File: config.mk
export PLATFORM = sky130hd
export DESIGN_NAME = ip_wildcard_ban_table_top
export DESIGN_NICKNAME = d
export VERILOG_FILES = /design/src/hw/rtl/ipwb_pkg.sv /design/src/hw/rtl/ipwb_cell.sv /design/src/hw/rtl/ip_wildcard_ban_table_top.sv
export VERILOG_INCLUDE_DIRS = /design/src /design/src/hw/rtl
export SDC_FILE = /design/constraint.sdc
export NUM_CORES = 2
export LEC_CHECK = 0
export ABC_AREA = 1
export BUFFER_PORTS_ARGS = -buffer_cell sky130_fd_sc_hd__clkbuf_2
export CORE_UTILIZATION = 40
export DETAILED_ROUTE_END_ITERATION = 6
export MAX_ROUTING_LAYER = met4
export PLACE_DENSITY = 0.51
export SLEW_MARGIN = 20
export SYNTH_ARGS = -nofsm -noshare
export SYNTH_HDL_FRONTEND = slang
export SYNTH_SLANG_ARGS = --single-unit
File: constraint.sdc
create_clock -name aclk -period 7 [get_ports aclk]
set_input_delay 0 -clock aclk [delete_from_list [all_inputs] [get_ports aclk]]
set_output_delay 0 -clock aclk [all_outputs]
set_load 0.01 [all_outputs]
File: src/hw/rtl/ip_wildcard_ban_table_top_defines.svh
// ============================================================================
// ip_wildcard_ban_table_top_defines.svh
// Assertion macros shared by the ban table RTL.
// ============================================================================
`ifndef IP_WILDCARD_BAN_TABLE_TOP_DEFINES_SVH
`define IP_WILDCARD_BAN_TABLE_TOP_DEFINES_SVH

// same-cycle implication, disabled while reset is active
`define IPWB_ASSERT_IMP(label, ante, cons, msg) \
    label: assert property (@(posedge aclk) disable iff (!aresetn) (ante) |-> (cons)) \
        else $error(msg);

// next-cycle implication, disabled while reset is active
`define IPWB_ASSERT_NXT(label, ante, cons, msg) \
    label: assert property (@(posedge aclk) disable iff (!aresetn) (ante) |=> (cons)) \
        else $error(msg);

`endif

File: src/hw/rtl/ipwb_pkg.sv
// ============================================================================
// ipwb_pkg
// Types, codes and the wildcard match function for the IPv4 ban table.
// ============================================================================
`timescale 1ns / 1ps
`default_nettype none

package ipwb_pkg;

    localparam logic [7:0] WILD_OCTET = 8'hFF;

    typedef enum logic [1:0] {
        CMD_CHECK  = 2'd0,
        CMD_ADD    = 2'd1,
        CMD_REMOVE = 2'd2,
        CMD_NOP    = 2'd3
    } cmd_t;

    typedef enum logic [1:0] {
        ST_OK      = 2'd0,
        ST_BAN_ALL = 2'd1,
        ST_ZERO    = 2'd2,
        ST_FULL    = 2'd3
    } status_t;

    typedef enum logic [1:0] {
        FSM_IDLE,
        FSM_SCAN,
        FSM_PEND
    } fsm_t;

    typedef struct packed {
        cmd_t        command;
        logic [31:0] address;
    } req_t;

    typedef struct packed {
        logic    banned;
        status_t status;
    } resp_t;

    // request token walking the cell chain
    typedef struct packed {
        logic        active;
        cmd_t        command;
        logic [31:0] address;
        logic        hit;      // check matched a live pattern
        logic        found;    // exact live match seen
        logic        claimed;  // a free entry has been reserved
    } tok_t;

    // octets compared first to last; a pattern octet of 0xFF matches the rest
    function automatic logic pattern_matches(input logic [31:0] pat,
                                             input logic [31:0] addr);
        logic res;
        logic done;
        res  = 1'b1;
        done = 1'b0;
        for (int k = 0; k < 4; k++) begin
            if (!done) begin
                if (pat[31-8*k -: 8] == WILD_OCTET) begin
                    res  = 1'b1;
                    done = 1'b1;
                end else if (pat[31-8*k -: 8] != addr[31-8*k -: 8]) begin
                    res  = 1'b0;
                    done = 1'b1;
                end
            end
        end
        return res;
    endfunction

endpackage

`default_nettype wire

File: src/hw/rtl/ipwb_cell.sv
// ============================================================================
// ipwb_cell
// One table entry: stored pattern, live bit and a slot reservation mark.
// ============================================================================
`timescale 1ns / 1ps
`default_nettype none

module ipwb_cell (
    input  wire logic          aclk,
    input  wire logic          aresetn,
    input  wire ipwb_pkg::tok_t tok_i,
    input  wire logic          commit_i,
    output ipwb_pkg::tok_t     tok_o,
    output logic               mark_o
);

    logic [31:0]    pattern_reg, pattern_next;
    logic           valid_reg, valid_next;
    logic           mark_reg, mark_next;
    ipwb_pkg::tok_t tok_reg, tok_next;
    logic           eq;

    assign eq = (pattern_reg == tok_i.address);

    always_comb begin
        tok_next     = tok_i;
        pattern_next = pattern_reg;
        valid_next   = valid_reg;
        mark_next    = mark_reg;
        if (commit_i && mark_reg) begin
            valid_next = 1'b1;
        end
        if (tok_i.active) begin
            mark_next = 1'b0;
            case (tok_i.command)
                ipwb_pkg::CMD_CHECK: begin
                    if (valid_reg && ipwb_pkg::pattern_matches(pattern_reg, tok_i.address)) begin
                        tok_next.hit = 1'b1;
                    end
                end
                ipwb_pkg::CMD_ADD: begin
                    if (valid_reg && eq) begin
                        tok_next.found = 1'b1;
                    end
                    // free entry content is don't-care, so write it now
                    if (!valid_reg && !tok_i.claimed) begin
                        pattern_next     = tok_i.address;
                        mark_next        = 1'b1;
                        tok_next.claimed = 1'b1;
                    end
                end
                ipwb_pkg::CMD_REMOVE: begin
                    if (valid_reg && eq && !tok_i.found) begin
                        valid_next     = 1'b0;
                        tok_next.found = 1'b1;
                    end
                end
                default: begin
                end
            endcase
        end
    end

    always_ff @(posedge aclk) begin
        pattern_reg <= pattern_next;
    end

    always_ff @(posedge aclk) begin
        if (!aresetn) begin
            valid_reg      <= 1'b0;
            mark_reg       <= 1'b0;
            tok_reg.active <= 1'b0;
        end else begin
            valid_reg <= valid_next;
            mark_reg  <= mark_next;
            tok_reg   <= tok_next;
        end
    end

    assign tok_o  = tok_reg;
    assign mark_o = mark_reg;

endmodule

`default_nettype wire

File: src/hw/rtl/ip_wildcard_ban_table_top.sv
// ============================================================================
// ip_wildcard_ban_table_top
// IPv4 wildcard ban table: check, add and remove requests over a cell chain.
// ============================================================================
//
//  Channel | Ports                        | Direction | Contents
//  --------+------------------------------+-----------+---------------------
//  request | s_valid, s_ready, s_req      | in        | command, address
//  result  | m_valid, m_ready, m_resp     | out       | banned, status
//
//  From acceptance to result: cell 0 takes the token at the accepting edge, the
//  token passes through each cell in turn, res_reg stages the result as it
//  leaves the last cell, and it is loaded into the output register once that
//  register is free.
//  One request is in the table at a time; s_ready is high only when idle, so
//  the next request is taken no sooner than the cycle after the result loads.
//  Reset (aresetn, synchronous, active low) clears all live bits and control.
//  A stalled result holds the next request's result in a pending stage.
//
`timescale 1ns / 1ps
`default_nettype none

`include "ip_wildcard_ban_table_top_defines.svh"

module ip_wildcard_ban_table_top #(
    parameter int TABLE_ENTRIES = 32
) (
    input  wire logic             aclk,
    input  wire logic             aresetn,
    // request channel
    input  wire logic             s_valid,
    output logic                  s_ready,
    input  wire ipwb_pkg::req_t   s_req,
    // result channel
    output logic                  m_valid,
    input  wire logic             m_ready,
    output ipwb_pkg::resp_t       m_resp
);

    // chain[0] is the injected token, chain[i+1] the output of cell i
    ipwb_pkg::tok_t             chain [TABLE_ENTRIES+1];
    ipwb_pkg::tok_t             tail;
    logic [TABLE_ENTRIES-1:0]   mark_vec;
    logic [TABLE_ENTRIES-1:0]   act_vec;

    ipwb_pkg::fsm_t  state_reg, state_next;
    ipwb_pkg::resp_t res_reg, res_next;
    ipwb_pkg::resp_t m_resp_reg, m_resp_next;
    logic            m_valid_reg, m_valid_next;

    logic            accept;
    logic            commit;
    logic            load_out;
    logic            add_ok;      // add passes the first-octet and zero checks
    ipwb_pkg::resp_t tail_resp;

    assign accept = s_valid && s_ready;

    // token enters cell 0 directly in the accept cycle
    always_comb begin
        chain[0]         = '0;
        chain[0].active  = accept;
        chain[0].command = s_req.command;
        chain[0].address = s_req.address;
    end

    genvar gi;
    generate
        for (gi = 0; gi < TABLE_ENTRIES; gi++) begin : g_cell
            ipwb_cell u_cell (
                .aclk     (aclk),
                .aresetn  (aresetn),
                .tok_i    (chain[gi]),
                .commit_i (commit),
                .tok_o    (chain[gi+1]),
                .mark_o   (mark_vec[gi])
            );
            assign act_vec[gi] = chain[gi+1].active;
        end
    endgenerate

    assign tail = chain[TABLE_ENTRIES];

    assign add_ok = (tail.address[31:24] != ipwb_pkg::WILD_OCTET) && (tail.address != '0);

    // result of the request leaving the chain
    always_comb begin
        tail_resp        = '0;
        tail_resp.banned = (tail.command == ipwb_pkg::CMD_CHECK) && tail.hit;
        tail_resp.status = ipwb_pkg::ST_OK;
        if (tail.command == ipwb_pkg::CMD_ADD) begin
            if (tail.address[31:24] == ipwb_pkg::WILD_OCTET) begin
                tail_resp.status = ipwb_pkg::ST_BAN_ALL;
            end else if (tail.address == '0) begin
                tail_resp.status = ipwb_pkg::ST_ZERO;
            end else if (!tail.found && !tail.claimed) begin
                tail_resp.status = ipwb_pkg::ST_FULL;
            end
        end
    end

    // next state
    always_comb begin
        state_next = state_reg;
        unique case (state_reg)
            ipwb_pkg::FSM_IDLE: begin
                if (accept) begin
                    state_next = ipwb_pkg::FSM_SCAN;
                end
            end
            ipwb_pkg::FSM_SCAN: begin
                if (tail.active) begin
                    state_next = ipwb_pkg::FSM_PEND;
                end
            end
            ipwb_pkg::FSM_PEND: begin
                if (!m_valid_reg || m_ready) begin
                    state_next = ipwb_pkg::FSM_IDLE;
                end
            end
            default: begin
                state_next = ipwb_pkg::FSM_IDLE;
            end
        endcase
    end

    // outputs and datapath controls
    always_comb begin
        s_ready      = 1'b0;
        commit       = 1'b0;
        load_out     = 1'b0;
        res_next     = res_reg;
        unique case (state_reg)
            ipwb_pkg::FSM_IDLE: begin
                s_ready = 1'b1;
            end
            ipwb_pkg::FSM_SCAN: begin
                if (tail.active) begin
                    res_next = tail_resp;
                    // reserved free entry goes live only for a new, legal pattern
                    commit   = (tail.command == ipwb_pkg::CMD_ADD) && add_ok &&
                               !tail.found && tail.claimed;
                end
            end
            ipwb_pkg::FSM_PEND: begin
                load_out = !m_valid_reg || m_ready;
            end
            default: begin
            end
        endcase
    end

    always_comb begin
        m_resp_next  = m_resp_reg;
        m_valid_next = m_valid_reg;
        if (load_out) begin
            m_resp_next  = res_reg;
            m_valid_next = 1'b1;
        end else if (m_ready) begin
            m_valid_next = 1'b0;
        end
    end

    always_ff @(posedge aclk) begin
        res_reg    <= res_next;
        m_resp_reg <= m_resp_next;
    end

    always_ff @(posedge aclk) begin
        if (!aresetn) begin
            state_reg   <= ipwb_pkg::FSM_IDLE;
            m_valid_reg <= 1'b0;
        end else begin
            state_reg   <= state_next;
            m_valid_reg <= m_valid_next;
        end
    end

    assign m_valid = m_valid_reg;
    assign m_resp  = m_resp_reg;

    // ------------------------------------------------------------------------
    // assertions
    // ------------------------------------------------------------------------
    // stale marks of an earlier request are cleared as the token passes, so
    // only once the token reaches the tail is a single mark guaranteed
    `IPWB_ASSERT_IMP(a_single_token, 1'b1, $countones(act_vec) <= 1,
                     "more than one request in the cell chain")
    `IPWB_ASSERT_IMP(a_single_mark, tail.active, $countones(mark_vec) <= 1,
                     "more than one entry reserved")
    `IPWB_ASSERT_IMP(a_tail_in_scan, tail.active, state_reg == ipwb_pkg::FSM_SCAN,
                     "request left the chain outside a scan")
    `IPWB_ASSERT_NXT(a_commit_pend, commit, state_reg == ipwb_pkg::FSM_PEND,
                     "entry commit not followed by result staging")

endmodule

`default_nettype wire

---- Word-level counts from Yosys, hierarchy flattened ----
Index checks and enable logic that the tools add are counted.
word-level totals
  output and inout port bits .............. 5
  word-level logic and storage cells ...... 2313
  register bits ........................... 2313
operators by class
  reductions and logical operators ........ 337
  mux-type cells .......................... 1319
  bitwise gates (word level) .............. 2
  equal/unequal tests ..................... 360
operators by type and width
  kind                number
  $mux 1              1251
  $eq 8x8->1 const B  129
  $eq 32x32->1        32
  $ne 8x8->1          128
  $logic_and 1x1->1   165
  $reduce_and 3->1    33
  $logic_not 1->1     96
  $mux 3              31
  $eq 2x1->1 const B  34
  $logic_not 2->1     34
  $eq 2x2->1 const B  33
  $pmux 1 s2          31
  $logic_not 32->1    1
  $reduce_bool 32->1  1
  $mux 2              5
  $ne 8x8->1 const B  1
  $pmux 2 s3          1
  $reduce_and 2->1    3
  $ne 2x2->1 const B  2
  $reduce_or 2->1     2
  $ne 2x1->1 const B  1
  $not 1->1           2
  $reduce_bool 2->1   1
  $logic_or 1x1->1    1

---- Longest topological paths before layout ----
  word-level depth ........................ 18
  gate-level depth with buffers ........... 13
  gate-level depth less buffers ........... 13

---- Modules after synthesis ----
Synthesis repeated with hierarchy kept, for this count alone.
second synthesis, totals
  cells, all modules ...................... 8172
  area total of the unflattened synthesis .. 96734.0 um^2
modules (own cells, without submodules)
  module                     cells an instance  instances  area each (um^2)
  ipwb_cell                  253                32         3006.6
  ip_wildcard_ban_table_top  76                 1          521.8

---- Worst setup path before layout ----
OpenSTA, ideal clock, no wires.
  path type ............................... reg-to-reg
  start point ............................. register g_cell[9].u_cell.tok_reg, in the netlist g_cell[9].u_cell.tok_o[36]
  end point ............................... register g_cell[10].u_cell.pattern_reg[0] (enable)
  clock period less this slack ............ 3.387 ns
  slack ................................... 3.613 ns
  data required time ...................... 6.537 ns
  cell stages (with the launch flop) ...... 5
  arrival ................................. 2.924 ns
  path buffers ............................ 0
  cell sequence ........................... edfxtp_1 > inv_1 > ha_1 > nand2_1 > nor3_1
on the way
  cells in the longest elaborated chain, start to end .. 2
RTL lines
  what                               RTL line         text
  start: declaration                 ipwb_cell.sv:20  ipwb_pkg::tok_t tok_reg, tok_next;
  start signal: assignment           ipwb_cell.sv:76  tok_reg <= tok_next;
  $eq 2x1->1                         ipwb_cell.sv:35  case (tok_i.command)
  $reduce_and 3->1 (no source line)  -
  end signal: assignment             ipwb_cell.sv:65  pattern_reg <= pattern_next;
  end: declaration                   ipwb_cell.sv:17  logic [31:0] pattern_reg, pattern_next;
No other way between the ends.
A chain may end at the register's enable or synchronous reset.

---- Final worst setup path ----
  start point ............................. register g_cell[31].u_cell.tok_reg, in the netlist g_cell[31].u_cell.tok_o[16]
  end point ............................... register g_cell[23].u_cell.valid_reg
on the way
  cells in the longest elaborated chain, start to end .. 12
RTL lines
  what                                 RTL line                          text
  start: declaration                   ipwb_cell.sv:20
  start signal: assignment             ipwb_cell.sv:76
  $reduce_bool 32->1 (*)               ip_wildcard_ban_table_top.sv:84   assign add_ok = (tail.address[31:24] != ipwb_pkg::WILD_OCTET) && (tail.address != '0);
  $logic_and 1x1->1 (*)                ip_wildcard_ban_table_top.sv:84
  $logic_and 1x1->1 (*) (2 in series)  ip_wildcard_ban_table_top.sv:141  commit = (tail.command == ipwb_pkg::CMD_ADD) && add_ok &&
  $logic_and 1x1->1 (*)                ip_wildcard_ban_table_top.sv:142  !tail.found && tail.claimed;
  $mux 1 (*)                           ip_wildcard_ban_table_top.sv:138  if (tail.active) begin
  $mux 1 (*)                           ip_wildcard_ban_table_top.sv:133  unique case (state_reg)
  $logic_and 1x1->1 (*)                ipwb_cell.sv:30                   if (commit_i && mark_reg) begin
  $mux 1 (*)                           ipwb_cell.sv:30
  $mux 1                               ipwb_cell.sv:53                   if (valid_reg && eq && !tok_i.found) begin
  $mux 1                               ipwb_cell.sv:35
  $mux 1 (*)                           ipwb_cell.sv:33                   if (tok_i.active) begin
  end signal: assignment               ipwb_cell.sv:74                   valid_reg <= valid_next;
  end: declaration                     ipwb_cell.sv:18                   logic valid_reg, valid_next;
Every way passes the cells marked *; elsewhere a longest branch is shown, timed or not.

==> metrics <==
post-cts resize count 0; FF-to-FF path depth 9; Reg clk slew, reported paths 0.06 ns; DRC Markers 0; simple-gate portion of the synthesized area between 10% and 20%; ANT nets after route 0; fmax ~440 MHz; DR iter-0 viols 3130; Synth async-reset ratio 0%; fillers between 20k and 25k; Post-Synth Adder-Cell Area under 10%; Area growth syn-to-layout 13.6%; worst hold endpoint g_cell[0].u_cell.valid_reg$_SDFF_PN0_; slowest CP cell nor4_1; outcome finished, final reports clean; synthesized net count between 8k and 9k; final setup TNS 0 ns; Hold Path Class in -> reg; Pre-Repair DR Iteration Count 7; Post-CTS Setup Inserts 0; Yosys cell types 31; Commonest cells post-synth nand2_1, edfxtp_1, inv_1; Post-DP Area 100000 um2; GPL Wtd Cong approximately 0.79; reg2reg start g_cell[31].u_cell.tok_o[16]$_DFFE_PP_; initial core utilization around two fifths; sequential fraction of the synthesis area 71.7%; footprint of the multi-input gates ~22000 um2; post-synth top area cell edfxtp_1; routed vias between 50k and 60k; final worst-path cycle share between 30% and 40%; Synth Register Bits roughly 2.3k; root buffer cell clkbuf_16; CP startpoint kind flop; critical path's largest stage delay around 0.67 ns; Post-Synth XOR/XNOR Area 4.13%; crit-path cells nor2_1 > nand2_1 > nor4_1 > nand2_2 > buf_4 > nand3_1 > nand2_1 > nand2_1 > nor2_2; Final min period between 2 and 2.5 ns; worst vdd ir ~0.00022 V; # rows 179; Worst Skew 0.0796 ns; global route overflow 0; Mapped Cells a little over 8k; Non-Filler Instances 12.0k; Largest register FFs approximately 1.2k; worst reg2reg endpoint g_cell[23].u_cell.valid_reg$_SDFF_PN0_; RSZ-0062 raised after global routing false; post-synth top area share 69.6%; register area about 68000 um2; CP Max Fanout 34; power density cells approximately 270 nW/um2; final hold slack about 0.15 ns; mux cell area share after synthesis 0%; clk buf depth 3; worst slew pin tran 1.04 ns; HPWL after detailed placement 124 mm; Hold Path Origin s_req[33]; Die Footprint 241000 um2; Post-Route WL between 150 and 200 mm; die span in x approximately 490 um; PnR Total Power between 20 and 30 mW; vias per cell about 4.6; initial antenna violation count 1; Post-CTS Hold Buffers between 70 and 80; CTS tree yes; post-synthesis compound-gate area fraction under 10%; Post-synth top flop edfxtp_1; Cell Count Post-Placement ~12k; clk_lat worst skew between 0.8 and 0.9 ns; CP Launch Point g_cell[31].u_cell.tok_o[16]$_DFFE_PP_; vias in the first global route 53.6k; # nets final around 8.8k; CP required roughly 7.7 ns; synthesized area per cell between 10 and 15 um2; Max Transition Viols Final 0; Tot GR Track Use roughly 16%; Worst Setup Path Type reg -> reg; total CTS buffers about 240; Die H around 500 um; # IOs between 40 and 50; Final Instance Area 109000 um2; CP dominant cell by count nand2_1; first-pass GRT wire length between 200 and 300 mm; WP data arrival 3.02 ns; synth warn 0; number of synthesized flops with an enable pin roughly 2.2k; leakage ~44 nW; worst relative slew slack 30.8%; synthesized area roughly 96000 um2; WL/cell around 15 um; largest net degree at the start of global routing approximately 170; IO Port Bufs between 40 and 50; Worst setup EP type flop; # setup viols final 0; Synth area leaders edfxtp_1, nand2_1, inv_1; Max Cap Viol 0; layout cells sized above 1 between 6 and 7%; R2R Setup Slk between 4 and 5 ns; count leader, synth nand2_1; Hold Vio Cnt, Final 0; placeable core area around 240000 um2; largest family of logic cells by synthesized area simple AND/OR/NAND/NOR gates; CTS sink cnt ~2.3k; WHS Path Cells 6; H-tree depth 4
## placed cells by master, fill, tap and decap left out, drive strengths merged
master	count
a21boi	1
nand4	174
buf	49
clkinv	95
nand2	2323
xnor2	190
inv	1335
diode	2
a21oi	70
o21ai	94
nor4	4
xor2	260
a31o	29
or2	35
dlygate4sd3	73
nor2	971
clkbuf	365
o21a	1
bufinv	15
dfxtp	99
o211ai	1
ha	96
edfxtp	2214
clkinvlp	3
nor3	187
nand3	191
## metal layers
metal  routed length [um]  GRT usage (%)  up-vias  part of all wire (%)
li1                     -              -    27900                     -
met1                89700           21.9    26100                    50
met2                81700           23.7      655                    45
met3                 6530           2.34      255                   3.6
met4                 3220           3.60        0                   1.8
met5                    0              -        -                     0
## how the worst max path moves through the flow
stage | to | slack, ns | cells past startpoint
2_1_floorplan | g_cell[10].u_cell.pattern_reg[0]$_DFFE_PP_ | 3.61 | 4
3_3_place_gp | state_reg[0]$_SDFFE_PN0P_ | 4.63 | 4
3_5_place_dp | g_cell[0].u_cell.mark_o$_SDFFE_PN0P_ | 4.54 | 4
4_1_cts | g_cell[23].u_cell.valid_reg$_SDFF_PN0_ | 4.64 | 9
5_1_grt | res_reg[0]$_SDFFCE_PP0P_ | 4.51 | 7
6_report | g_cell[23].u_cell.valid_reg$_SDFF_PN0_ | 4.70 | 9
## cells by family after synthesis
family / count (synthesis)
simple gates: 3885
flops: 2313
buf+inv: 1343
xor+xnor: 450
compound gates: 196
fa+ha+maj: 96
## layout make-up
class / instances / area share (%)
repair buffers: 163 / 1.27
flip-flops and latches: 2313 / 63.1
clock buffers: 324 / 6.01
diodes: 2 / 0.00461
well taps: 3167 / 3.65
clock inverters: 121 / 1.03
multi-input cells: 4627 / 20.4
inverters: 1327 / 4.59
## worst max-delay path: cells and delay by family, from the launching register on
| kind | cells | cell delay (ns) |
|---|---|---|
| and+or+nand+nor | 8 | 1.37 |
| buffers and inverters | 1 | 0.38 |
| DFF | 1 | 0.36 |
## power by group
| group | total, mW | internal (mW) | switching, mW |
|---|---|---|---|
| clock | 12.3 | 7.07 | 5.27 |
| combinational | 0.689 | 0.269 | 0.420 |
| sequential | 16.1 | 15.7 | 0.403 |
| total | 29.1 | 23.0 | 6.09 |
## stage by stage
stage                     setup WS [ns]  util [%]
after floorplan                    3.61         -
after detailed placement           4.54      42.1
after global placement             4.63      42.1
after global routing               4.51      45.7
final                              4.70      45.7
after CTS                          4.64      45.7
Note: power is estimated with default switching activity, not from simulation.
